--- src/zpconv_pkg.sv ---
// shared widths, codes and types of the zero padded 2d convolution block
package zpconv_pkg;

  localparam int DATA_W    = 32;
  localparam int IDX_W     = 6;
  localparam int FUNC_W    = 2;
  localparam int STATUS_W  = 2;
  localparam int CFG_W     = 7;
  localparam int CFG_IDX_W = 2;
  localparam int DIM_W     = 7;
  localparam int KDIM_W    = 3;
  // window coordinates, sign bit on top: row index plus kernel offset stays below 256
  localparam int POS_W     = 9;

  localparam int MAX_ROWS_DEF   = 64;
  localparam int MAX_COLS_DEF   = 64;
  localparam int MAX_KERNEL_DEF = 7;

  localparam logic [FUNC_W-1:0] FUNC_PIXEL   = 2'd0;
  localparam logic [FUNC_W-1:0] FUNC_COEF    = 2'd1;
  localparam logic [FUNC_W-1:0] FUNC_COMPUTE = 2'd2;

  localparam logic [STATUS_W-1:0] ST_OK    = 2'd0;
  localparam logic [STATUS_W-1:0] ST_EVEN  = 2'd1;
  localparam logic [STATUS_W-1:0] ST_RANGE = 2'd2;

  localparam logic [CFG_IDX_W-1:0] REG_IMAGE_ROWS  = 2'd0;
  localparam logic [CFG_IDX_W-1:0] REG_IMAGE_COLS  = 2'd1;
  localparam logic [CFG_IDX_W-1:0] REG_KERNEL_ROWS = 2'd2;
  localparam logic [CFG_IDX_W-1:0] REG_KERNEL_COLS = 2'd3;

  localparam logic [DIM_W-1:0]  IMAGE_ROWS_RST  = 7'd64;
  localparam logic [DIM_W-1:0]  IMAGE_COLS_RST  = 7'd64;
  localparam logic [KDIM_W-1:0] KERNEL_ROWS_RST = 3'd3;
  localparam logic [KDIM_W-1:0] KERNEL_COLS_RST = 3'd3;

  // dimensions in use, already clamped to the store sizes
  typedef struct packed {
    logic [DIM_W-1:0]  nr;
    logic [DIM_W-1:0]  nc;
    logic [KDIM_W-1:0] kr;
    logic [KDIM_W-1:0] kc;
  } dims_t;

  // one kernel tap travelling along the multiply-accumulate pipeline
  typedef struct packed {
    logic valid;
    logic inb;
    logic first;
    logic last;
  } tap_t;

endpackage

--- src/zpconv_mac.sv ---
// multiply-accumulate pipeline: registered product, then wrapping accumulate
module zpconv_mac import zpconv_pkg::*;
  (
  input  logic              clk,
  input  logic              rst,
  input  tap_t              tap,
  input  logic [DATA_W-1:0] pixel,
  input  logic [DATA_W-1:0] coef,
  output logic [DATA_W-1:0] acc,
  output logic              done
);

  tap_t              tap2;
  logic [DATA_W-1:0] prod;

  always_ff @(posedge clk) begin
    if (rst) begin
      tap2 <= '0;
      done <= 1'b0;
    end else begin
      tap2 <= tap;
      done <= tap2.valid && tap2.last;
    end
  end

  // low word of the product is all that survives the wrap
  always_ff @(posedge clk) begin
    prod <= tap.inb ? pixel * coef : '0;
    if (tap2.valid) begin
      acc <= tap2.first ? prod : acc + prod;
    end
  end

endmodule

--- config.mk ---
export PLATFORM = sky130hd
export DESIGN_NAME = zpconv_mac
export DESIGN_NICKNAME = d
export VERILOG_FILES = /design/src/zpconv_pkg.sv /design/src/zpconv_mac.sv
export SDC_FILE = /design/constraint.sdc
export NUM_CORES = 1
export LEC_CHECK = 0
export ABC_AREA = 0
export ABC_CLOCK_PERIOD_IN_PS = 9200
export BUFFER_PORTS_ARGS = -buffer_cell sky130_fd_sc_hd__buf_2
export CAP_MARGIN = 20
export CORE_ASPECT_RATIO = 0.75
export CORE_MARGIN = 5
export CORE_UTILIZATION = 45
export CTS_CLUSTER_SIZE = 10
export DETAILED_ROUTE_END_ITERATION = 8
export PLACE_DENSITY_LB_ADDON = 0.12
export SLEW_MARGIN = 5
export SYNTH_ARGS = -nofsm -noshare
export SYNTH_HDL_FRONTEND = slang
export SYNTH_SLANG_ARGS = --single-unit
--- constraint.sdc ---
create_clock -name clk -period 9.2 [get_ports clk]
set_input_delay 1.84 -clock clk [delete_from_list [all_inputs] [get_ports clk]]
set_output_delay 1.84 -clock clk [all_outputs]
set_load 0.005 [all_outputs]
==> run summary, run 1 <==
Sequential cell area fraction in the yosys report: 0.0863
RSZ-0062 raised after global routing: no
Top post-synthesis cells by count: fa_1 (409), inv_1 (409), nand2_1 (313)
Synth top area share: 0.420
Post-Syn Nets: 2,785
Post-synthesis cell area: 0.0195 sq mm
H-Tree Depth: 3
Syn-to-layout area delta: 6.61%
Slew @ Worst Pin: 789 ps
Ys Warns: 0
Rows: 66
RePlAce Congestion: 0.875
Mean Syn Cell Area: 9.06 sq um
Clk_lat worst skew: 350 ps
CP Launch Type: input pin
Vias: 14,500
Die area: 0.0476 sq mm
CTS tree: built
Postcts setup bufs: 0
I/O Pins: 103
Mean number of vias per cell: 5.23
DR WL/cell: 19.5 um
Total CTS buffers: 9
Core ar.: 0.0431 sq mm
Root Buffer Master: clkbuf_16
Initial antenna violation count: 3
WP data required: 9400 ps
Setup CP Type: in -> reg
Tmin final: 8390 ps
Number of global-route vias before repair: 15,000
Drt pass-1 iters: 5
Die H: 190 um
Iteration-0 DRC Markers: 1,094
Worst-path fanout max: 19
Filler instances: 4,242
Largest area contributor in the netlist: fa_1
DRC Markers: 0
Initial core utilization: 0.452
Final number of max-transition violations: 0
Number of routed nets with antenna violations: 0
Top area cells in the synthesized netlist: fa_1 (42%), ha_1 (9.9%), and2_1 (8.8%)
Layout net count: 2,822
First-pass GRT wire length: 86,400 um
Grt total ovfl: 0
Hold Buf Count CTS: 0
Clock Tree Buf Depth: 2
Mapped Cells: 2,152
CTS Sinks: 68
# setup viols final: 0
Critical path data arrival time: 8590 ps
Largest net degree at the start of global routing: 64
TNS Setup: 0 ps
Final wirelength: 54,100 um
Horiz. Die Dim: 250 um
Total Routing Usage GR: 0.233
Number of synthesized flops with an enable pin: 32
Reg clk slew, reported paths: 60 ps
Seq cells post-synth: 68
Outcome: completed
Number of failing hold endpoints at the final stage: 0
IO Port Bufs: 102
Post-CTS Resized: 0
Max Freq: 119 MHz
Max transition margin: 0.473
Unique masters post-synth: 64
Max-Cap Viols: 0
Tightest Hold Check Type: reg -> reg
Crit end category: register
Post-DP HPWL: 44,200 um
Layout Skew: 10.2 ps
Post-synth ARST share: 0
Synth Flop Type: dfxtp_1
Share of cells above drive strength 1: 0.0697
Final period utilization: 0.912
==> sequential cells by signal, summed over array words and instances (netlist names) <==
name  flops
prod     32
tap2      3
done      1
acc      32
==> logic make-up (layout without fill, tap and decap cells) <==
kind of cell             Yosys count  in the layout  synth area share
other                              0              1                 0
flip-flops                        68             68            0.0863
multiplexers                       7              7           0.00379
XOR/XNOR                          92             92            0.0424
buffers and inverters            507            549            0.0980
adder cells (fa/ha/maj)          563            563             0.519
AND/OR/NAND/NOR                  707            707             0.181
AO/OA/AOI/OAI                    208            208            0.0697
==> worst paths after layout <==
| path | endpoint | slack, ps | from | depth (start not counted) |
|---|---|---|---|---|
| hold reg to reg | done$_SDFF_PP0_ | 420 | tap2[0]$_SDFF_PP0_ | 2 |
| setup / recovery | prod[31]$_SDFF_PN0_ | 810 | pixel[8] | 22 |
| setup reg to reg | acc[30]$_DFFE_PP_ | 6120 | acc[0]$_DFFE_PP_ | 11 |
| hold / removal | done$_SDFF_PP0_ | 420 | tap2[0]$_SDFF_PP0_ | 2 |
==> worst max-delay path, cell delays in order <==
cell and delay, ps:
buf_2 510, buf_4 260, and2_1 150, fa_1 450
fa_1 530, inv_1 60, fa_1 440, fa_1 530
inv_1 60, fa_1 450, ha_1 300, fa_1 500
fa_1 410, ha_1 380, and4_1 310, and4_1 240
nand3_1 170, a21boi_2 370, a2111oi_2 150, o21ai_0 240
a21o_1 160, a21oi_2 50
==> stage by stage <==
stage / utilization / worst slack (ps) / std cells / hold WS [ps] / area, sq um
floorplan: - / 936 / 2152 / 395 / 19500
global placement: 0.476 / 573 / 2756 / 398 / 20500
detailed placement: 0.476 / 510 / 2756 / 408 / 20500
CTS: 0.482 / 882 / 2772 / 417 / 20800
global route: 0.482 / 552 / 2772 / 442 / 20800
finish: 0.482 / 809 / 2773 / 416 / 20800
==> metal layers <==
| metal | vias to the layer above | share of wire | track usage |
|---|---|---|---|
| met3 | 42 | 0.085 | 0.0600 |
| met1 | 7433 | 0.50 | 0.372 |
| met5 | - | 0.00020 | 0 |
| met2 | 416 | 0.40 | 0.325 |
| li1 | 6601 | - | - |
| met4 | 2 | 0.0099 | 0.0290 |
==> final cells by class <==
class | instances | area [sq um] | share of cell area
diodes | 1 | 2.50 | 0.000120
flip-flops and latches | 68 | 1680 | 0.0810
multi-input cells | 1577 | 15900 | 0.765
repair buffers | 124 | 676 | 0.0325
clock inverters | 5 | 26.3 | 0.00126
inverters | 409 | 1540 | 0.0739
clock buffers | 11 | 233 | 0.0112
well taps | 578 | 723 | 0.0348
==> layout by cell type, fill, tap and decap left out, types with 32 or more instances in the layout <==
master / count
inv_1: 409
fa_1: 409
nand2_1: 313
and2_1: 275
ha_1: 154
buf_2: 102
xnor2_1: 63
o21ai_0: 53
nor2_1: 45
a21oi_1: 45
dfxtp_1: 35
edfxtp_1: 32
Power of run 1 is left out: the tool's default activity adds up to more than one toggle a clock period on the data nets, which glitch-free logic cannot reach.
==> run 2: changes to the inputs <==
ABC_CLOCK_PERIOD_IN_PS = 8900   (was 9200)
clock period = 8.9 ns   (was 9.2 ns; I/O delays follow)
==> run 2 against run 1 <==
Sequential share of layout area is 0.068 points lower. Utilization is 0.41 points higher. Critical path depth is 1 higher. Die area stayed put. Register-to-register slack worse by 260 ps. Via count is 0.37% higher. Wire length is 0.38% higher. Clock skew is 5.4 ps lower. Critical path type unchanged.
==> run summary, run 2 (same netlist as run 1, synthesis figures left out) <==
Tightest Hold Check Type: reg -> reg
Number of routed nets with antenna violations: 0 (unchanged)
Sink of the worst hold path: done$_SDFF_PP0_
RSZ-0062 raised after global routing: no
Grt total ovfl: 0 (unchanged)
Core ar.: 0.0431 sq mm (unchanged)
Total Routing Usage GR: 0.231 (-0.00123)
Syn-to-layout area delta: 7.51%
RR Endpoint: acc[30]$_DFFE_PP_
Reg clk slew, reported paths: 60 ps (about the same)
Layout Skew: 4.80 ps (-5.37 ps)
Die H: 190 um (unchanged)
Worst-path fanout max: 26 (+7)
First-pass GRT wire length: 85,600 um (-0.94%)
Worst flop-to-flop path startpoint: prod[0]$_SDFF_PN0_
DRC Markers: 0 (unchanged)
Final period utilization: 0.933
Outcome: completed
CTS tree: built
CP Launch Type: input pin
WP data required: 9170 ps (-230 ps)
TNS Setup: 0 ps (unchanged)
Commonest non-fill, non-tap cells in the layout: inv_1 (409), fa_1 (409), nand2_1 (313)
Clk_lat worst skew: 340 ps (about the same)
Hold Buf Count CTS: 0 (unchanged)
Largest regs: acc x32, prod x32, tap2 x3
Setup CP Type: in -> reg
Drt pass-1 iters: 5 (unchanged)
Horiz. Die Dim: 250 um (unchanged)
Largest net degree at the start of global routing: 64 (unchanged)
Max-Cap Viols: 0 (unchanged)
# setup viols final: 0 (unchanged)
R2r setup slk: 5860 ps (-260 ps)
Max transition margin: 0.514 (+0.0411)
Mean number of vias per cell: 5.21 (-0.28%)
Rows: 66 (unchanged)
Vias: 14,500 (+0.37%)
Post-CTS Resized: 0 (unchanged)
Initial antenna violation count: 2 (-1)
Number of failing hold endpoints at the final stage: 0 (unchanged)
IO Port Bufs: 102 (unchanged)
Final wirelength: 54,300 um (+0.38%)
Root Buffer Master: clkbuf_16
Crit end category: register
Iteration-0 DRC Markers: 1,000 (-8.6%)
Critical path data arrival time: 8580 ps (about the same)
Max Freq: 120 MHz
Layout net count: 2,840 (+0.64%)
Share of cells above drive strength 1: 0.0773 (+0.00757)
H-Tree Depth: 3 (unchanged)
Reg2reg path depth: 11 (unchanged)
Postcts setup bufs: 0 (unchanged)
Total CTS buffers: 9 (unchanged)
DR WL/cell: 19.5 um (-0.27%)
Final number of max-transition violations: 0 (unchanged)
Post-DP HPWL: 45,900 um (+3.9%)
Tmin final: 8300 ps
Initial core utilization: 0.452 (unchanged)
Worst Hold Depth: 2 (unchanged)
CTS Sinks: 68 (unchanged)
I/O Pins: 103 (unchanged)
Number of global-route vias before repair: 14,900 (-0.65%)
Min-delay src: tap2[0]$_SDFF_PP0_
Die area: 0.0476 sq mm (unchanged)
Clock Tree Buf Depth: 2 (unchanged)
Slew @ Worst Pin: 727 ps (-61.6 ps)
RePlAce Congestion: 0.897 (+2.5%)
run 2: worst max path at each step:
stage | to | slack [ps] | depth (start not counted) | start
after floorplan | prod[31]$_SDFF_PN0_ | 700 | 24 | coef[2]
after global placement | prod[31]$_SDFF_PN0_ | 350 | 23 | coef[6]
after detailed placement | prod[31]$_SDFF_PN0_ | 230 | 23 | coef[6]
after CTS | prod[31]$_SDFF_PN0_ | 620 | 23 | coef[6]
after global routing | prod[29]$_SDFF_PN0_ | 230 | 23 | coef[6]
final | prod[29]$_SDFF_PN0_ | 600 | 23 | coef[6]
run 2: layout make-up:
type,instances,area [sq um]
fill,4224,22200
multi-input combinational,1577,15900
sequential,68,1680
inverter,409,1540
timing repair buffer,142,823
tap,578,723
clock buffer,13,272
clock inverter,3,16.3
antenna,1,2.50
run 2: critical path, stage by stage:
cell	delay, ps
buf_2	410
and2_1	220
fa_1	450
fa_1	500
fa_1	520
inv_1	50
fa_1	480
inv_1	50
fa_1	490
inv_1	50
fa_1	520
inv_1	50
fa_1	490
fa_1	420
ha_1	340
a21o_1	180
a21o_1	180
a21o_1	230
o2bb2ai_1	170
a2111oi_2	430
o21bai_1	130
a21oi_1	210
mux2i_1	200
run 2: per-stage QoR:
step | setup slack (ps) | instances | instance area [sq um] | hold WS [ps] | utilization
floorplan | 696 | 2152 | 19500 | 395 | -
global placement | 349 | 2774 | 20700 | 398 | 0.479
detailed placement | 232 | 2774 | 20700 | 407 | 0.479
CTS | 619 | 2790 | 21000 | 415 | 0.486
global route | 232 | 2790 | 21000 | 451 | 0.486
finish | 597 | 2791 | 21000 | 417 | 0.486
run 2: per-layer routing:
metal  share of wire  global-route usage  vias to the layer above
met1            0.49               0.368                     7465
met4          0.0089              0.0241                        0
met3           0.098              0.0691                       29
met5               0                   0                        -
met2            0.40               0.321                      408
li1                -                   -                     6645
Power of run 2 is left out for the same reason.
==> run 3: changes to the inputs <==
CORE_ASPECT_RATIO = 1.5   (was 0.75)
==> run 3 against run 2 <==
Sequential cell count unchanged. Clock skew up 3.5 ps. First-iteration DRC count down 39%. Non-clock buffer count down 10. Register-to-register slack worse by 20 ps. Highest routed layer unchanged.
==> run summary, run 3 (same netlist as run 1, synthesis figures left out) <==
Root Buffer Master: clkbuf_16
Max Freq: 121 MHz (+0.81%)
Number of routed nets with antenna violations: 0 (unchanged)
Worst flop-to-flop path startpoint: acc[0]$_DFFE_PP_
Post-DP HPWL: 47,600 um (+3.6%)
Die area: 0.0477 sq mm (about the same)
RePlAce Congestion: 0.893 (-0.42%)
Total CTS buffers: 9 (unchanged)
RSZ-0062 raised after global routing: no
DRC Markers: 0 (unchanged)
CP Launch Type: input pin
CTS Sinks: 68 (unchanged)
Crit-path leading delay family: adder cells
Tmin final: 8240 ps (-66.9 ps)
Slowest stage delay, CP: 550 ps (+30 ps)
Initial core utilization: 0.454 (+0.00178)
Final wirelength: 56,800 um (+4.7%)
Rows: 93 (+41%)
CP max-delay cell: fa_1
Share of cells above drive strength 1: 0.0740 (-0.00328)
Final number of max-transition violations: 0 (unchanged)
H-Tree Depth: 3 (unchanged)
Number of failing hold endpoints at the final stage: 0 (unchanged)
# setup viols final: 0 (unchanged)
Reg clk slew, reported paths: 60 ps (about the same)
First-pass GRT wire length: 90,700 um (+6.1%)
TNS Setup: 0 ps (unchanged)
Horiz. Die Dim: 180 um (-28%)
Tightest Hold Check Type: reg -> reg
Core ar.: 0.0429 sq mm (-0.39%)
Initial antenna violation count: 1 (-1)
Layout net count: 2,830 (-0.35%)
Commonest non-fill, non-tap cells in the layout: inv_1 (409), fa_1 (409), nand2_1 (313)
Worst-path fanout max: 17 (-35%)
WP data required: 9180 ps (about the same)
Largest net degree at the start of global routing: 64 (unchanged)
Slew @ Worst Pin: 722 ps (-5.73 ps)
Max transition margin: 0.518 (+0.00382)
Total Routing Usage GR: 0.246 (+0.0145)
I/O Pins: 103 (unchanged)
WP depth: 23 (unchanged)
Die H: 265 um (+39%)
Layout Skew: 8.30 ps (+3.51 ps)
Clk_lat worst skew: 350 ps (about the same)
IO Port Bufs: 102 (unchanged)
Number of global-route vias before repair: 16,500 (+10%)
Critical Path, Cell by Cell: buf_2, buf_4, nand2_1, fa_1, inv_1, fa_1, fa_1, inv_1, fa_1, inv_1, fa_1, fa_1, fa_1, fa_1, ha_1, a21o_1, a21o_1, a21oi_1, o2bb2ai_1, a2111oi_2, o21ai_0, a21o_1, a21oi_2
Postcts setup bufs: 0 (unchanged)
Iteration-0 DRC Markers: 615 (-39%)
Critical path data arrival time: 8520 ps (-60 ps)
Hold Buf Count CTS: 0 (unchanged)
Final setup margin: 664 ps (+66.9 ps)
N_diodes: 0 (-1)
Drt pass-1 iters: 5 (unchanged)
Worst Hold Depth: 2 (unchanged)
Max-Cap Viols: 0 (unchanged)
Post-CTS Resized: 0 (unchanged)
DR WL/cell: 20.5 um (+5.4%)
Clock Tree Buf Depth: 2 (unchanged)
Vias: 14,500 (-0.40%)
Largest regs: acc x32, prod x32, tap2 x3
Syn-to-layout area delta: 7.20%
Final period utilization: 0.925 (-0.00752)
Bufs and invs on worst path: 5 (unchanged)
Outcome: completed
Most frequent cell on the critical path: fa_1
Setup CP Type: in -> reg
CTS tree: built
Worst slack, placed: 308 ps (+76.0 ps)
Crit path launch: pixel[8]
Grt total ovfl: 0 (unchanged)
Reg2reg path depth: 11 (unchanged)
Min-delay src: tap2[0]$_SDFF_PP0_
Mean number of vias per cell: 5.23 (+0.28%)
Crit end category: register
==> run 3: layout make-up <==
class,count,area (sq um)
Sequential cell,68,1680
Tap cell,570,713
Multi-Input combinational cell,1577,15900
Clock buffer,10,229
Inverter,409,1540
Fill cell,4194,22000
Timing Repair Buffer,132,748
Clock inverter,6,86.3
==> run 3: metrics by stage <==
step           std cells  cell area [sq um]   util  hold slack, ps
2_1_floorplan       2152              19500      -             395
5_1_grt             2772              20900  0.487             452
3_3_place_gp        2756              20600  0.479             403
6_report            2772              20900  0.487             418
3_5_place_dp        2756              20600  0.479             416
4_1_cts             2772              20900  0.487             424
==> run 3: worst register-to-register path: stages, from the launching register on <==
cell and delay, ps:
edfxtp_1 350, ha_1 250, inv_1 80, fa_1 400, nor2b_1 170, o31a_1 240, o311ai_2 180, o21ai_2 310
nand4_1 210, a21oi_2 280, a21oi_1 110, o311ai_1 290
==> run 3: final timing paths <==
check | end | slack (ps)
setup / recovery | prod[31]$_SDFF_PN0_ | 660
hold / removal | done$_SDFF_PP0_ | 420
setup reg to reg | acc[30]$_DFFE_PP_ | 5840
hold reg to reg | done$_SDFF_PP0_ | 420
==> run 3: metal layers <==
| metal | track usage | routed length (um) |
|---|---|---|
| met1 | 0.255 | 19600 |
| met2 | 0.478 | 31400 |
| met3 | 0.0189 | 1660 |
| met4 | 0.148 | 4140 |
| met5 | 0 | 0 |
Power of run 3 is left out for the same reason.
