### src/zpconv_pkg.sv
// shared widths, codes and types of the zero padded 2d convolution block
package zpconv_pkg;

  localparam int DATA_W    = 32;
  localparam int IDX_W     = 6;
  localparam int FUNC_W    = 2;
  localparam int STATUS_W  = 2;
  localparam int CFG_W     = 7;
  localparam int CFG_IDX_W = 2;
  localparam int DIM_W     = 7;
  localparam int KDIM_W    = 3;
  // window coordinates, sign bit on top: row index plus kernel offset stays below 256
  localparam int POS_W     = 9;

  localparam int MAX_ROWS_DEF   = 64;
  localparam int MAX_COLS_DEF   = 64;
  localparam int MAX_KERNEL_DEF = 7;

  localparam logic [FUNC_W-1:0] FUNC_PIXEL   = 2'd0;
  localparam logic [FUNC_W-1:0] FUNC_COEF    = 2'd1;
  localparam logic [FUNC_W-1:0] FUNC_COMPUTE = 2'd2;

  localparam logic [STATUS_W-1:0] ST_OK    = 2'd0;
  localparam logic [STATUS_W-1:0] ST_EVEN  = 2'd1;
  localparam logic [STATUS_W-1:0] ST_RANGE = 2'd2;

  localparam logic [CFG_IDX_W-1:0] REG_IMAGE_ROWS  = 2'd0;
  localparam logic [CFG_IDX_W-1:0] REG_IMAGE_COLS  = 2'd1;
  localparam logic [CFG_IDX_W-1:0] REG_KERNEL_ROWS = 2'd2;
  localparam logic [CFG_IDX_W-1:0] REG_KERNEL_COLS = 2'd3;

  localparam logic [DIM_W-1:0]  IMAGE_ROWS_RST  = 7'd64;
  localparam logic [DIM_W-1:0]  IMAGE_COLS_RST  = 7'd64;
  localparam logic [KDIM_W-1:0] KERNEL_ROWS_RST = 3'd3;
  localparam logic [KDIM_W-1:0] KERNEL_COLS_RST = 3'd3;

  // dimensions in use, already clamped to the store sizes
  typedef struct packed {
    logic [DIM_W-1:0]  nr;
    logic [DIM_W-1:0]  nc;
    logic [KDIM_W-1:0] kr;
    logic [KDIM_W-1:0] kc;
  } dims_t;

  // one kernel tap travelling along the multiply-accumulate pipeline
  typedef struct packed {
    logic valid;
    logic inb;
    logic first;
    logic last;
  } tap_t;

endpackage

### src/zpconv_if.sv
// request and response channel interfaces of the convolution block
interface zpconv_in_if import zpconv_pkg::*;
  ();
  logic                     valid;
  logic                     ready;
  logic [FUNC_W-1:0]        func;
  logic [IDX_W-1:0]         row;
  logic [IDX_W-1:0]         col;
  logic signed [DATA_W-1:0] value;

  modport source(output valid, output func, output row, output col, output value,
                 input ready);
  modport sink(input valid, input func, input row, input col, input value,
               output ready);
endinterface

interface zpconv_out_if import zpconv_pkg::*;
  ();
  logic                     valid;
  logic                     ready;
  logic signed [DATA_W-1:0] out_value;
  logic [IDX_W-1:0]         out_row;
  logic [IDX_W-1:0]         out_col;
  logic [STATUS_W-1:0]      status;

  modport source(output valid, output out_value, output out_row, output out_col,
                 output status, input ready);
  modport sink(input valid, input out_value, input out_row, input out_col,
               input status, output ready);
endinterface

### src/zpconv_seq.sv
// sequencer: clearing pass, loads, tap walk over the window and result register
module zpconv_seq import zpconv_pkg::*;
  #(
  parameter int MAX_ROWS   = MAX_ROWS_DEF,
  parameter int MAX_COLS   = MAX_COLS_DEF,
  parameter int MAX_KERNEL = MAX_KERNEL_DEF,
  localparam int IMG_DEPTH = MAX_ROWS * MAX_COLS,
  localparam int IMG_AW    = (IMG_DEPTH > 1) ? $clog2(IMG_DEPTH) : 1,
  localparam int KER_DEPTH = MAX_KERNEL * MAX_KERNEL,
  localparam int KER_AW    = (KER_DEPTH > 1) ? $clog2(KER_DEPTH) : 1
  ) (
  input  logic              clk,
  input  logic              rst,
  input  dims_t             dims,
  zpconv_in_if.sink         req,
  zpconv_out_if.source      rsp,
  output logic              img_we,
  output logic [IMG_AW-1:0] img_waddr,
  output logic [DATA_W-1:0] img_wdata,
  output logic [IMG_AW-1:0] img_raddr,
  output logic              ker_we,
  output logic [KER_AW-1:0] ker_waddr,
  output logic [DATA_W-1:0] ker_wdata,
  output logic [KER_AW-1:0] ker_raddr,
  output tap_t              tap,
  input  logic [DATA_W-1:0] mac_acc,
  input  logic              mac_done
);

  localparam int CLR_DEPTH = (IMG_DEPTH > KER_DEPTH) ? IMG_DEPTH : KER_DEPTH;
  localparam int CLR_W     = (CLR_DEPTH > 1) ? $clog2(CLR_DEPTH) : 1;

  typedef enum logic [4:0] {
    S_CLEAR = 5'b00001,
    S_IDLE  = 5'b00010,
    S_RUN   = 5'b00100,
    S_DRAIN = 5'b01000,
    S_HOLD  = 5'b10000
  } state_t;

  state_t              state, state_next;
  logic [CLR_W-1:0]    clr_cnt;
  logic [KDIM_W-1:0]   ta, ta_next;
  logic [KDIM_W-1:0]   tb, tb_next;
  logic [IDX_W-1:0]    cur_row;
  logic [IDX_W-1:0]    cur_col;
  logic [STATUS_W-1:0] res_status;
  logic                out_valid;
  logic                accept;
  logic                clearing;
  logic                even_kernel;
  logic                out_of_range;
  logic                last_tap;
  logic                out_free;
  logic                out_load;
  logic [POS_W-1:0]    pr;
  logic [POS_W-1:0]    pc;
  logic                inb;

  assign clearing  = (state == S_CLEAR);
  assign req.ready = (state == S_IDLE);
  assign accept    = req.valid && req.ready;

  assign even_kernel  = !dims.kr[0] || !dims.kc[0];
  assign out_of_range = ({1'b0, req.row} >= dims.nr) || ({1'b0, req.col} >= dims.nc);

  // window position of the current tap, negative when above or left of the image
  assign pr  = POS_W'(cur_row) + POS_W'(ta) - POS_W'(dims.kr >> 1);
  assign pc  = POS_W'(cur_col) + POS_W'(tb) - POS_W'(dims.kc >> 1);
  assign inb = !pr[POS_W-1] && !pc[POS_W-1] &&
               (pr[POS_W-2:0] < {1'b0, dims.nr}) && (pc[POS_W-2:0] < {1'b0, dims.nc});

  assign last_tap = (ta == dims.kr - 3'd1) && (tb == dims.kc - 3'd1);
  assign out_free = !out_valid || rsp.ready;
  assign out_load = ((state == S_DRAIN && mac_done) || state == S_HOLD) && out_free;

  // memory write ports: zero sweep after reset, otherwise load transactions
  always_comb begin
    if (clearing) begin
      img_we    = (int'(clr_cnt) < IMG_DEPTH);
      img_waddr = IMG_AW'(clr_cnt);
      img_wdata = '0;
      ker_we    = (int'(clr_cnt) < KER_DEPTH);
      ker_waddr = KER_AW'(clr_cnt);
      ker_wdata = '0;
    end else begin
      img_we    = accept && (req.func == FUNC_PIXEL) && !out_of_range;
      img_waddr = IMG_AW'(int'(req.row) * MAX_COLS + int'(req.col));
      img_wdata = req.value;
      ker_we    = accept && (req.func == FUNC_COEF) &&
                  ({3'b000, req.row} < {6'b0, dims.kr}) && ({3'b000, req.col} < {6'b0, dims.kc});
      ker_waddr = KER_AW'(int'(req.row) * MAX_KERNEL + int'(req.col));
      ker_wdata = req.value;
    end
  end

  assign img_raddr = inb ? IMG_AW'(int'(pr[POS_W-2:0]) * MAX_COLS + int'(pc[POS_W-2:0])) : '0;
  assign ker_raddr = KER_AW'(int'(ta) * MAX_KERNEL + int'(tb));

  always_comb begin
    state_next = state;
    ta_next    = ta;
    tb_next    = tb;
    unique case (state)
      S_CLEAR: begin
        if (clr_cnt == CLR_W'(CLR_DEPTH - 1)) begin
          state_next = S_IDLE;
        end
      end
      S_IDLE: begin
        ta_next = '0;
        tb_next = '0;
        if (accept && req.func == FUNC_COMPUTE) begin
          state_next = (even_kernel || out_of_range) ? S_HOLD : S_RUN;
        end
      end
      S_RUN: begin
        if (tb == dims.kc - 3'd1) begin
          tb_next = '0;
          ta_next = ta + 3'd1;
        end else begin
          tb_next = tb + 3'd1;
        end
        if (last_tap) begin
          state_next = S_DRAIN;
        end
      end
      S_DRAIN: begin
        if (mac_done) begin
          state_next = out_free ? S_IDLE : S_HOLD;
        end
      end
      S_HOLD: begin
        if (out_free) begin
          state_next = S_IDLE;
        end
      end
      default: begin
        state_next = S_CLEAR;
      end
    endcase
  end

  always_ff @(posedge clk) begin
    if (rst) begin
      state     <= S_CLEAR;
      clr_cnt   <= '0;
      tap       <= '0;
      out_valid <= 1'b0;
    end else begin
      state <= state_next;
      if (clearing) begin
        clr_cnt <= clr_cnt + 1'b1;
      end
      tap.valid <= (state == S_RUN);
      tap.inb   <= (state == S_RUN) && inb;
      tap.first <= (ta == '0) && (tb == '0);
      tap.last  <= last_tap;
      if (out_load) begin
        out_valid <= 1'b1;
      end else if (rsp.ready) begin
        out_valid <= 1'b0;
      end
    end
  end

  always_ff @(posedge clk) begin
    ta <= ta_next;
    tb <= tb_next;
    if (accept && req.func == FUNC_COMPUTE) begin
      cur_row <= req.row;
      cur_col <= req.col;
      if (even_kernel) begin
        res_status <= ST_EVEN;
      end else if (out_of_range) begin
        res_status <= ST_RANGE;
      end else begin
        res_status <= ST_OK;
      end
    end
    if (out_load) begin
      rsp.out_value <= (res_status == ST_OK) ? mac_acc : '0;
      rsp.out_row   <= cur_row;
      rsp.out_col   <= cur_col;
      rsp.status    <= res_status;
    end
  end

  assign rsp.valid = out_valid;

endmodule

### src/flat_wrapper.sv
// flat-port wrapper written by rule: the top's interface ports become plain ports
module zpconv_seq_flat import zpconv_pkg::*;
#(
  parameter int MAX_ROWS   = MAX_ROWS_DEF,
  parameter int MAX_COLS   = MAX_COLS_DEF,
  parameter int MAX_KERNEL = MAX_KERNEL_DEF,
  localparam int IMG_DEPTH = MAX_ROWS * MAX_COLS,
  localparam int IMG_AW    = (IMG_DEPTH > 1) ? $clog2(IMG_DEPTH) : 1,
  localparam int KER_DEPTH = MAX_KERNEL * MAX_KERNEL,
  localparam int KER_AW    = (KER_DEPTH > 1) ? $clog2(KER_DEPTH) : 1
  )
  (clk, rst, dims, img_we, img_waddr, img_wdata, img_raddr, ker_we, ker_waddr, ker_wdata, ker_raddr, tap, mac_acc, mac_done, req_valid, req_func, req_row, req_col, req_value, req_ready, rsp_valid, rsp_out_value, rsp_out_row, rsp_out_col, rsp_status, rsp_ready);
  zpconv_in_if req_i ();
  zpconv_out_if rsp_i ();
  input  logic clk;
  input  logic rst;
  input  dims_t dims;
  output logic img_we;
  output logic [IMG_AW-1:0] img_waddr;
  output logic [DATA_W-1:0] img_wdata;
  output logic [IMG_AW-1:0] img_raddr;
  output logic ker_we;
  output logic [KER_AW-1:0] ker_waddr;
  output logic [DATA_W-1:0] ker_wdata;
  output logic [KER_AW-1:0] ker_raddr;
  output tap_t tap;
  input  logic [DATA_W-1:0] mac_acc;
  input  logic mac_done;
  input wire logic [$bits(req_i.valid)-1:0] req_valid;
  input wire logic [$bits(req_i.func)-1:0] req_func;
  input wire logic [$bits(req_i.row)-1:0] req_row;
  input wire logic [$bits(req_i.col)-1:0] req_col;
  input wire logic [$bits(req_i.value)-1:0] req_value;
  output wire logic [$bits(req_i.ready)-1:0] req_ready;
  output wire logic [$bits(rsp_i.valid)-1:0] rsp_valid;
  output wire logic [$bits(rsp_i.out_value)-1:0] rsp_out_value;
  output wire logic [$bits(rsp_i.out_row)-1:0] rsp_out_row;
  output wire logic [$bits(rsp_i.out_col)-1:0] rsp_out_col;
  output wire logic [$bits(rsp_i.status)-1:0] rsp_status;
  input wire logic [$bits(rsp_i.ready)-1:0] rsp_ready;
  assign req_i.valid = req_valid;
  assign req_i.func = req_func;
  assign req_i.row = req_row;
  assign req_i.col = req_col;
  assign req_i.value = req_value;
  assign req_ready = req_i.ready;
  assign rsp_valid = rsp_i.valid;
  assign rsp_out_value = rsp_i.out_value;
  assign rsp_out_row = rsp_i.out_row;
  assign rsp_out_col = rsp_i.out_col;
  assign rsp_status = rsp_i.status;
  assign rsp_i.ready = rsp_ready;
  zpconv_seq #(.MAX_ROWS(MAX_ROWS), .MAX_COLS(MAX_COLS), .MAX_KERNEL(MAX_KERNEL)) u_core (.clk(clk), .rst(rst), .dims(dims), .req(req_i), .rsp(rsp_i), .img_we(img_we), .img_waddr(img_waddr), .img_wdata(img_wdata), .img_raddr(img_raddr), .ker_we(ker_we), .ker_waddr(ker_waddr), .ker_wdata(ker_wdata), .ker_raddr(ker_raddr), .tap(tap), .mac_acc(mac_acc), .mac_done(mac_done));
endmodule
### config.mk
export PLATFORM = sky130hd
export DESIGN_NAME = zpconv_seq_flat
export DESIGN_NICKNAME = d
export VERILOG_FILES = /design/src/zpconv_pkg.sv /design/src/zpconv_if.sv /design/src/zpconv_seq.sv /design/src/flat_wrapper.sv
export SDC_FILE = /design/constraint.sdc
export NUM_CORES = 1
export LEC_CHECK = 0
export BUFFER_PORTS_ARGS = -buffer_cell sky130_fd_sc_hd__buf_4
export CELL_PAD_IN_SITES_DETAIL_PLACEMENT = 2
export CELL_PAD_IN_SITES_GLOBAL_PLACEMENT = 2
export CORE_ASPECT_RATIO = 2
export CORE_MARGIN = 5
export CORE_UTILIZATION = 31
export CTS_CLUSTER_SIZE = 24
export DETAILED_ROUTE_END_ITERATION = 8
export HOLD_SLACK_MARGIN = 0.1
export PLACE_DENSITY_LB_ADDON = 0.1
export SLEW_MARGIN = 20
export SYNTH_ARGS = -nofsm -noshare
export SYNTH_HDL_FRONTEND = slang
export SYNTH_SLANG_ARGS = --single-unit
### constraint.sdc
create_clock -name clk -period 14.6 [get_ports clk]
set_clock_uncertainty 0.1 [all_clocks]
set_input_delay 2.19 -clock clk [delete_from_list [all_inputs] [get_ports clk]]
set_output_delay 2.19 -clock clk [all_outputs]
set_load 0.02 [all_outputs]
==> results of run 1 <==
==> cells in the mapped netlist, types with 6 or more instances <==
cell | count | area share, %
a21oi_1 | 21 | 1.6
and2_1 | 66 | 6.5
xor2_1 | 15 | 2.1
xnor2_1 | 30 | 4.1
buf_4 | 32 | 3.8
nand2b_1 | 7 | 0.68
nand3_1 | 11 | 0.86
dfxtp_1 | 22 | 6.9
clkbuf_1 | 15 | 0.88
o21ai_0 | 24 | 1.9
a21o_1 | 13 | 1.5
inv_1 | 69 | 4.0
nor3_1 | 9 | 0.70
nand2_1 | 61 | 3.6
and3_1 | 6 | 0.59
nor2b_1 | 7 | 0.68
fa_1 | 16 | 5.0
nor2_1 | 46 | 2.7
ha_1 | 68 | 13
edfxtp_1 | 66 | 31
==> critical path: cells and delay by family <==
| family | cells | cell delay (ns) |
|---|---|---|
| AO/OA/AOI/OAI | 6 | 1.28 |
| XOR/XNOR | 1 | 0.26 |
| adder cells (fa/ha/maj) | 3 | 1.18 |
| buffers and inverters | 3 | 0.36 |
| AND/OR/NAND/NOR | 2 | 0.74 |
==> flip-flops by register name, summed over array words and instances, names as in the netlist <==
register,count
u_core.rsp.out_col,6
u_core.cur_col,6
u_core.rsp.out_value,32
u_core.tb,3
u_core.tap,4
u_core.rsp.valid,1
u_core.clr_cnt,12
u_core.rsp.out_row,6
u_core.state,5
u_core.cur_row,6
u_core.res_status,2
u_core.rsp.status,2
u_core.ta,3
==> per-layer routing <==
metal  share of wire, %  track usage, %  vias to the layer above
met5                  0               0                        -
met4                2.2            6.26                        0
met3                5.1            4.45                       27
met2                 59            39.8                      194
met1                 34            18.5                     2721
li1                   -               -                     2665
==> layout by cell type (no fill, tap or decap), types with 6 or more instances in the layout <==
master	instances
nor2_1	45
xor2_1	15
nand3_1	11
nor2b_1	7
fa_1	16
edfxtp_1	66
nor3_1	9
xnor2_1	30
a21o_1	13
and2_1	66
nand2b_1	7
o21ai_0	24
dfxtp_1	22
a21oi_1	21
clkbuf_16	9
and3_1	6
nand2_1	61
inv_1	69
buf_4	260
ha_1	68
==> area by class of cell <==
cell class | count | area [sq um]
inverters | 69 | 259
clock buffers | 10 | 229
flip-flops and latches | 88 | 2420
well taps | 266 | 333
clock inverters | 6 | 66.3
multi-input cells | 460 | 3400
fillers | 2277 | 11700
repair buffers | 260 | 1950
==> worst paths after layout <==
kind	start	endpoint	slack (ns)	cells past startpoint
max	dims[5]	img_raddr[1]	6.27	15
min	u_core.cur_row[1]	u_core.rsp.out_row[1]	0.36	0
max reg2reg	u_core.tb[0]	u_core.tap[2]	9.78	16
min reg2reg	u_core.cur_row[1]	u_core.rsp.out_row[1]	0.36	0
==> power by group through the flow <==
stage	clock, uW	sequential (uW)	combinational, uW
after floorplan	0	273	49.7
after global placement	0	273	92.9
after detailed placement	0	273	96.3
after CTS	247	268	97.7
after global routing	256	268	107
final	238	268	95.1
==> per-stage QoR <==
stage	hold slack, ns	util [%]	setup WS (ns)	std cells	power, uW
global route	0.370	42.5	6.08	1159	631
global placement	0.338	41.1	6.54	1143	366
detailed placement	0.340	41.1	6.22	1143	370
CTS	0.360	42.5	6.22	1159	612
floorplan	0.321	-	6.82	670	323
finish	0.357	42.5	6.27	1159	601
==> kinds of logic after synthesis <==
family / count (synthesis) / share of synthesized area [%]
xor gates and xnor gates: 45 / 6.16
adders and majority gates: 84 / 18.3
buffers and inverters: 122 / 9.25
AOI/OAI and AO/OA: 93 / 9.38
and+or+nand+nor: 238 / 19.1
DFF: 88 / 37.8
==> impl_metrics.ini, run 1 <==
[routing]
drt-initial-drc-count = 118
vias = 5607
vias_per_cell = 4.84
wl_per_cell_um = 19.7
first_pass_iters = 4
drc = 0
wl_um = 22800
drtAntennaViolNets = 0

[global_route]
grt_start_max_net_pins = 51
grt_pass1_vias = 6535
grt_overflow_total = 0
antenna_found_initial = 0
grt_first_pass_wirelength_um = 35800
grt.total_usage_pct = 19.3

[floorplan]
core_sq_mm = 0.0204
die_area_sq_mm = 0.0238
start_util_pct = 31.4
die_h_um = 213
die_w_um = 112
boundaryPins = 257
fp-row-count = 74

[cells_and_area]
nets = 1075
syn_to_final_growth_pct = 35.3
drive_gt1_share_pct = 31.4
diodes = 0
fin_area_sq_mm = 0.00866

[pwr]
leakagePower_uw = 0.00411
switchingPower_uw = 153
power.share.clock_pct = 39.6
worst_ir_drop_vdd_v = 0.0000446
pwr_density_cell_mw_per_mm2 = 69.4
swShare_pct = 25.4
seqPwrFrac_pct = 44.5
p_comb_share_pct = 15.8
internal-power_uw = 449

[placed_design]
gp_congestion = 0.853
hpwl_um = 19200
portBuffers = 256
placed_area_sq_mm = 0.00837

[clock_tree]
clkTransAtPathRegs_ns = 0.07
clockBufferDepth = 2
cts_tree = yes
cts_hold_buf = 0
clock-sinks = 88
cts_setup_buffers = 0
cts_resized = 0
htree_levels = 3
numCtsBuffers = 9
root_buffer = clkbuf_16
clock_latency_ns = 0.36

[logic_synthesis]
syn_inst = 670
synth_area_sq_mm = 0.00640
avgSynthCellArea_sq_um = 9.55
synth_warnings = 0
ys_ff_latch = 88
ys_async_sr_fraction_pct = 0
synth_flop_cell = edfxtp_1
synth-edff-count = 66
yosysUniqueCellTypes = 52
synth_fp_nets = 857
yosysSeqAreaShare_pct = 37.8

[worst_setup_path]
startpoint_type = primary input
worstSetupPathType = primary input to primary output
critPathArrivalTime_ns = 6.04
worst-path-max-fanout = 13
cp_slowest_stage_delay_ns = 0.60
cp_cell_sequence = buf_4 -> fa_1 -> inv_1 -> ha_1 -> a21oi_1 -> o211ai_1 -> a21oi_1 -> xor2_1 -> ha_1 -> a21o_1 -> a221oi_1 -> o211ai_1 -> or4_4 -> nor2_1 -> buf_4
end_kind = primary output
worstPathRequired_ns = 12.31
cpMaxStageDelayCell = fa_1

[sta]
slew_headroom_pct = 47.3
worstMarginPinSlew_ns = 0.790
setup_viol = 0
slew_violations = 0
final.min_clock_period_ns = 8.33
fmax_mhz = 120
finalSetupTns_ns = 0
rsz0062_at_grt = no
period_share_pct = 57.1
hold_viol = 0

[run]
drv_cap = 0

[run_status]
outcome = finished, final reports clean

[hold_path]
hold_class = register to register
(Power assumes the default switching activity.)
==> inputs of run 2 (changes only) <==
--- a/config.mk
+++ b/config.mk
@@ -10,7 +10,7 @@
 export CELL_PAD_IN_SITES_GLOBAL_PLACEMENT = 2
 export CORE_ASPECT_RATIO = 2
 export CORE_MARGIN = 5
-export CORE_UTILIZATION = 31
+export CORE_UTILIZATION = 29
 export CTS_CLUSTER_SIZE = 24
 export DETAILED_ROUTE_END_ITERATION = 8
 export HOLD_SLACK_MARGIN = 0.1
==> constraint.sdc (replaced) <==
create_clock -name clk -period 8 [get_ports clk]
set_clock_uncertainty 0.1 [all_clocks]
set_input_delay 1.2 -clock clk [delete_from_list [all_inputs] [get_ports clk]]
set_output_delay 1.2 -clock clk [all_outputs]
set_load 0.02 [all_outputs]
==> impl_metrics.ini, run 2 (same netlist as run 1, synthesis figures left out) <==
[routing]
wl_per_cell_um = 19.5
drt-initial-drc-count = 142
vias_per_cell = 4.86
drc = 0
vias = 5671
wl_um = 22800
drtAntennaViolNets = 0
first_pass_iters = 4

[floorplan]
boundaryPins = 257
start_util_pct = 29.1
fp-row-count = 77
die_h_um = 220
core_sq_mm = 0.0220
die_area_sq_mm = 0.0253
die_w_um = 115

[global_route]
grt_start_max_net_pins = 51
globalRouteMet3Util_pct = 4.09
top_usage_layer = met2
antenna_found_initial = 0
grt.total_usage_pct = 18.2
met1_usage_pct = 17.4
grt_overflow_total = 0
met2_usage_pct = 35.9
grt_pass1_vias = 6613
grt_first_pass_wirelength_um = 35200

[worst_setup_path]
end_kind = primary output
cp_slowest_stage_delay_ns = 0.59
cpMaxStageDelayCell = fa_1
worst-path-max-fanout = 13
rrSetupSlack_ns = 3.24
critPathBufInv = 3
worstSetupPathType = primary input to primary output
worstPathRequired_ns = 6.70
cp_cell_sequence = buf_4 -> fa_1 -> inv_1 -> ha_1 -> a21oi_1 -> o211ai_1 -> a21oi_1 -> xor2_1 -> ha_1 -> a21o_1 -> a221oi_1 -> o211ai_1 -> or4_4 -> nor2_1 -> buf_4
startpoint_type = primary input
cpLargestDelayFamily = compound AO/OA/AOI/OAI gates
critPathArrivalTime_ns = 5.01

[run_status]
outcome = finished, final reports clean

[placed_design]
hpwl_um = 19100
gp_congestion = 0.851
portBuffers = 256

[cells_and_area]
final_common_cell = buf_4
drive_gt1_share_pct = 31.4
diodes = 0
reg_top3 = u_core.rsp.out_value: 32 flops, u_core.clr_cnt: 12 flops
syn_to_final_growth_pct = 35.4
nets = 1074
regMostFlops = u_core.rsp.out_value
largest_register_ffs = 32
layout_common_cells = buf_4, inv_1, ha_1
final_core_util_pct = 39.4

[pwr]
leakagePower_uw = 0.00410
worst_ir_drop_vdd_v = 0.000112
pwr_density_cell_mw_per_mm2 = 126

[sta]
period_share_pct = 78.8
rsz0062_at_grt = no
worstMarginPinSlew_ns = 0.948
hold_viol = 0
finalSetupTns_ns = 0
slew_violations = 0
final.min_clock_period_ns = 6.31
fmax_mhz = 159
setup_viol = 0
slew_headroom_pct = 36.7

[clock_tree]
cts_tree = yes
clock_latency_ns = 0.37
cts_resized = 0
cts_setup_buffers = 0
numCtsBuffers = 9
clock-sinks = 88
root_buffer = clkbuf_16
cts_hold_buf = 0
clockBufferDepth = 2
htree_levels = 3
clkTransAtPathRegs_ns = 0.07

[hold_path]
hold_class = register to register

[run]
drv_cap = 0
run 2: cell count changes in the layout (fill, tap and decap cells not counted):
cell       delta
clkbuf_1      -1
clkinv_2      -1
nor3b_4       +1
inv_8         +2
nor3b_2       -1
bufinv_16     -1
buf_4         -1
clkinv_4      +1
run 2: power by group:
part / total [uW] / leakage (uW) / internal, uW / switching [uW]
clock network: 426 / 0.000144 / 218 / 209
logic: 174 / 0.00320 / 87.5 / 86.6
registers: 489 / 0.000761 / 487 / 1.85
total: 1090 / 0.00410 / 792 / 297
run 2: worst reg2reg max path, cell delays in order, from the launching register on:
cell and delay, ns:
edfxtp_1 0.51, ha_1 0.28, fa_1 0.51, inv_1 0.06
fa_1 0.52, nor4b_1 0.20, a31oi_1 0.17, nor2_1 0.06
a221oi_1 0.26, xor2_1 0.27, inv_1 0.08, ha_1 0.19
a21o_1 0.15, a221oi_1 0.30, o211ai_1 0.14, or4_4 0.55
nor3_1 0.29
run 2: worst paths after layout:
kind	from	end	cells past startpoint
worst max-delay path	dims[5]	img_raddr[1]	15
worst min-delay path	u_core.res_status[0]	u_core.rsp.status[0]	0
worst max register to register	u_core.tb[0]	u_core.tap[2]	16
worst min register to register	u_core.res_status[0]	u_core.rsp.status[0]	0
run 2: layout make-up:
class                      count  area, sq um
tap                          276          345
multi-input combinational    460         3410
fill                        2482        13300
sequential                    88         2420
timing repair buffer         259         1940
inverter                      69          259
clock inverter                 7         62.6
clock buffer                   9          225
run 2: layer usage:
| layer | up-vias | routed length, um | share of wire (%) |
|---|---|---|---|
| li1 | 2663 | - | - |
| met1 | 2746 | 7650 | 34 |
| met2 | 227 | 13000 | 57 |
| met3 | 35 | 1390 | 6.1 |
| met4 | 0 | 716 | 3.1 |
| met5 | - | 0 | 0 |
run 2: per-stage QoR:
step | area [sq um] | setup slack, ns | hold slack [ns] | instances | total power, uW
2_1_floorplan | 6400 | 2.20 | 0.321 | 670 | 589
3_3_place_gp | 8380 | 1.90 | 0.345 | 1152 | 670
3_5_place_dp | 8380 | 1.64 | 0.340 | 1152 | 676
4_1_cts | 8660 | 1.63 | 0.357 | 1168 | 1110
5_1_grt | 8660 | 1.43 | 0.376 | 1168 | 1140
6_report | 8660 | 1.69 | 0.355 | 1168 | 1090
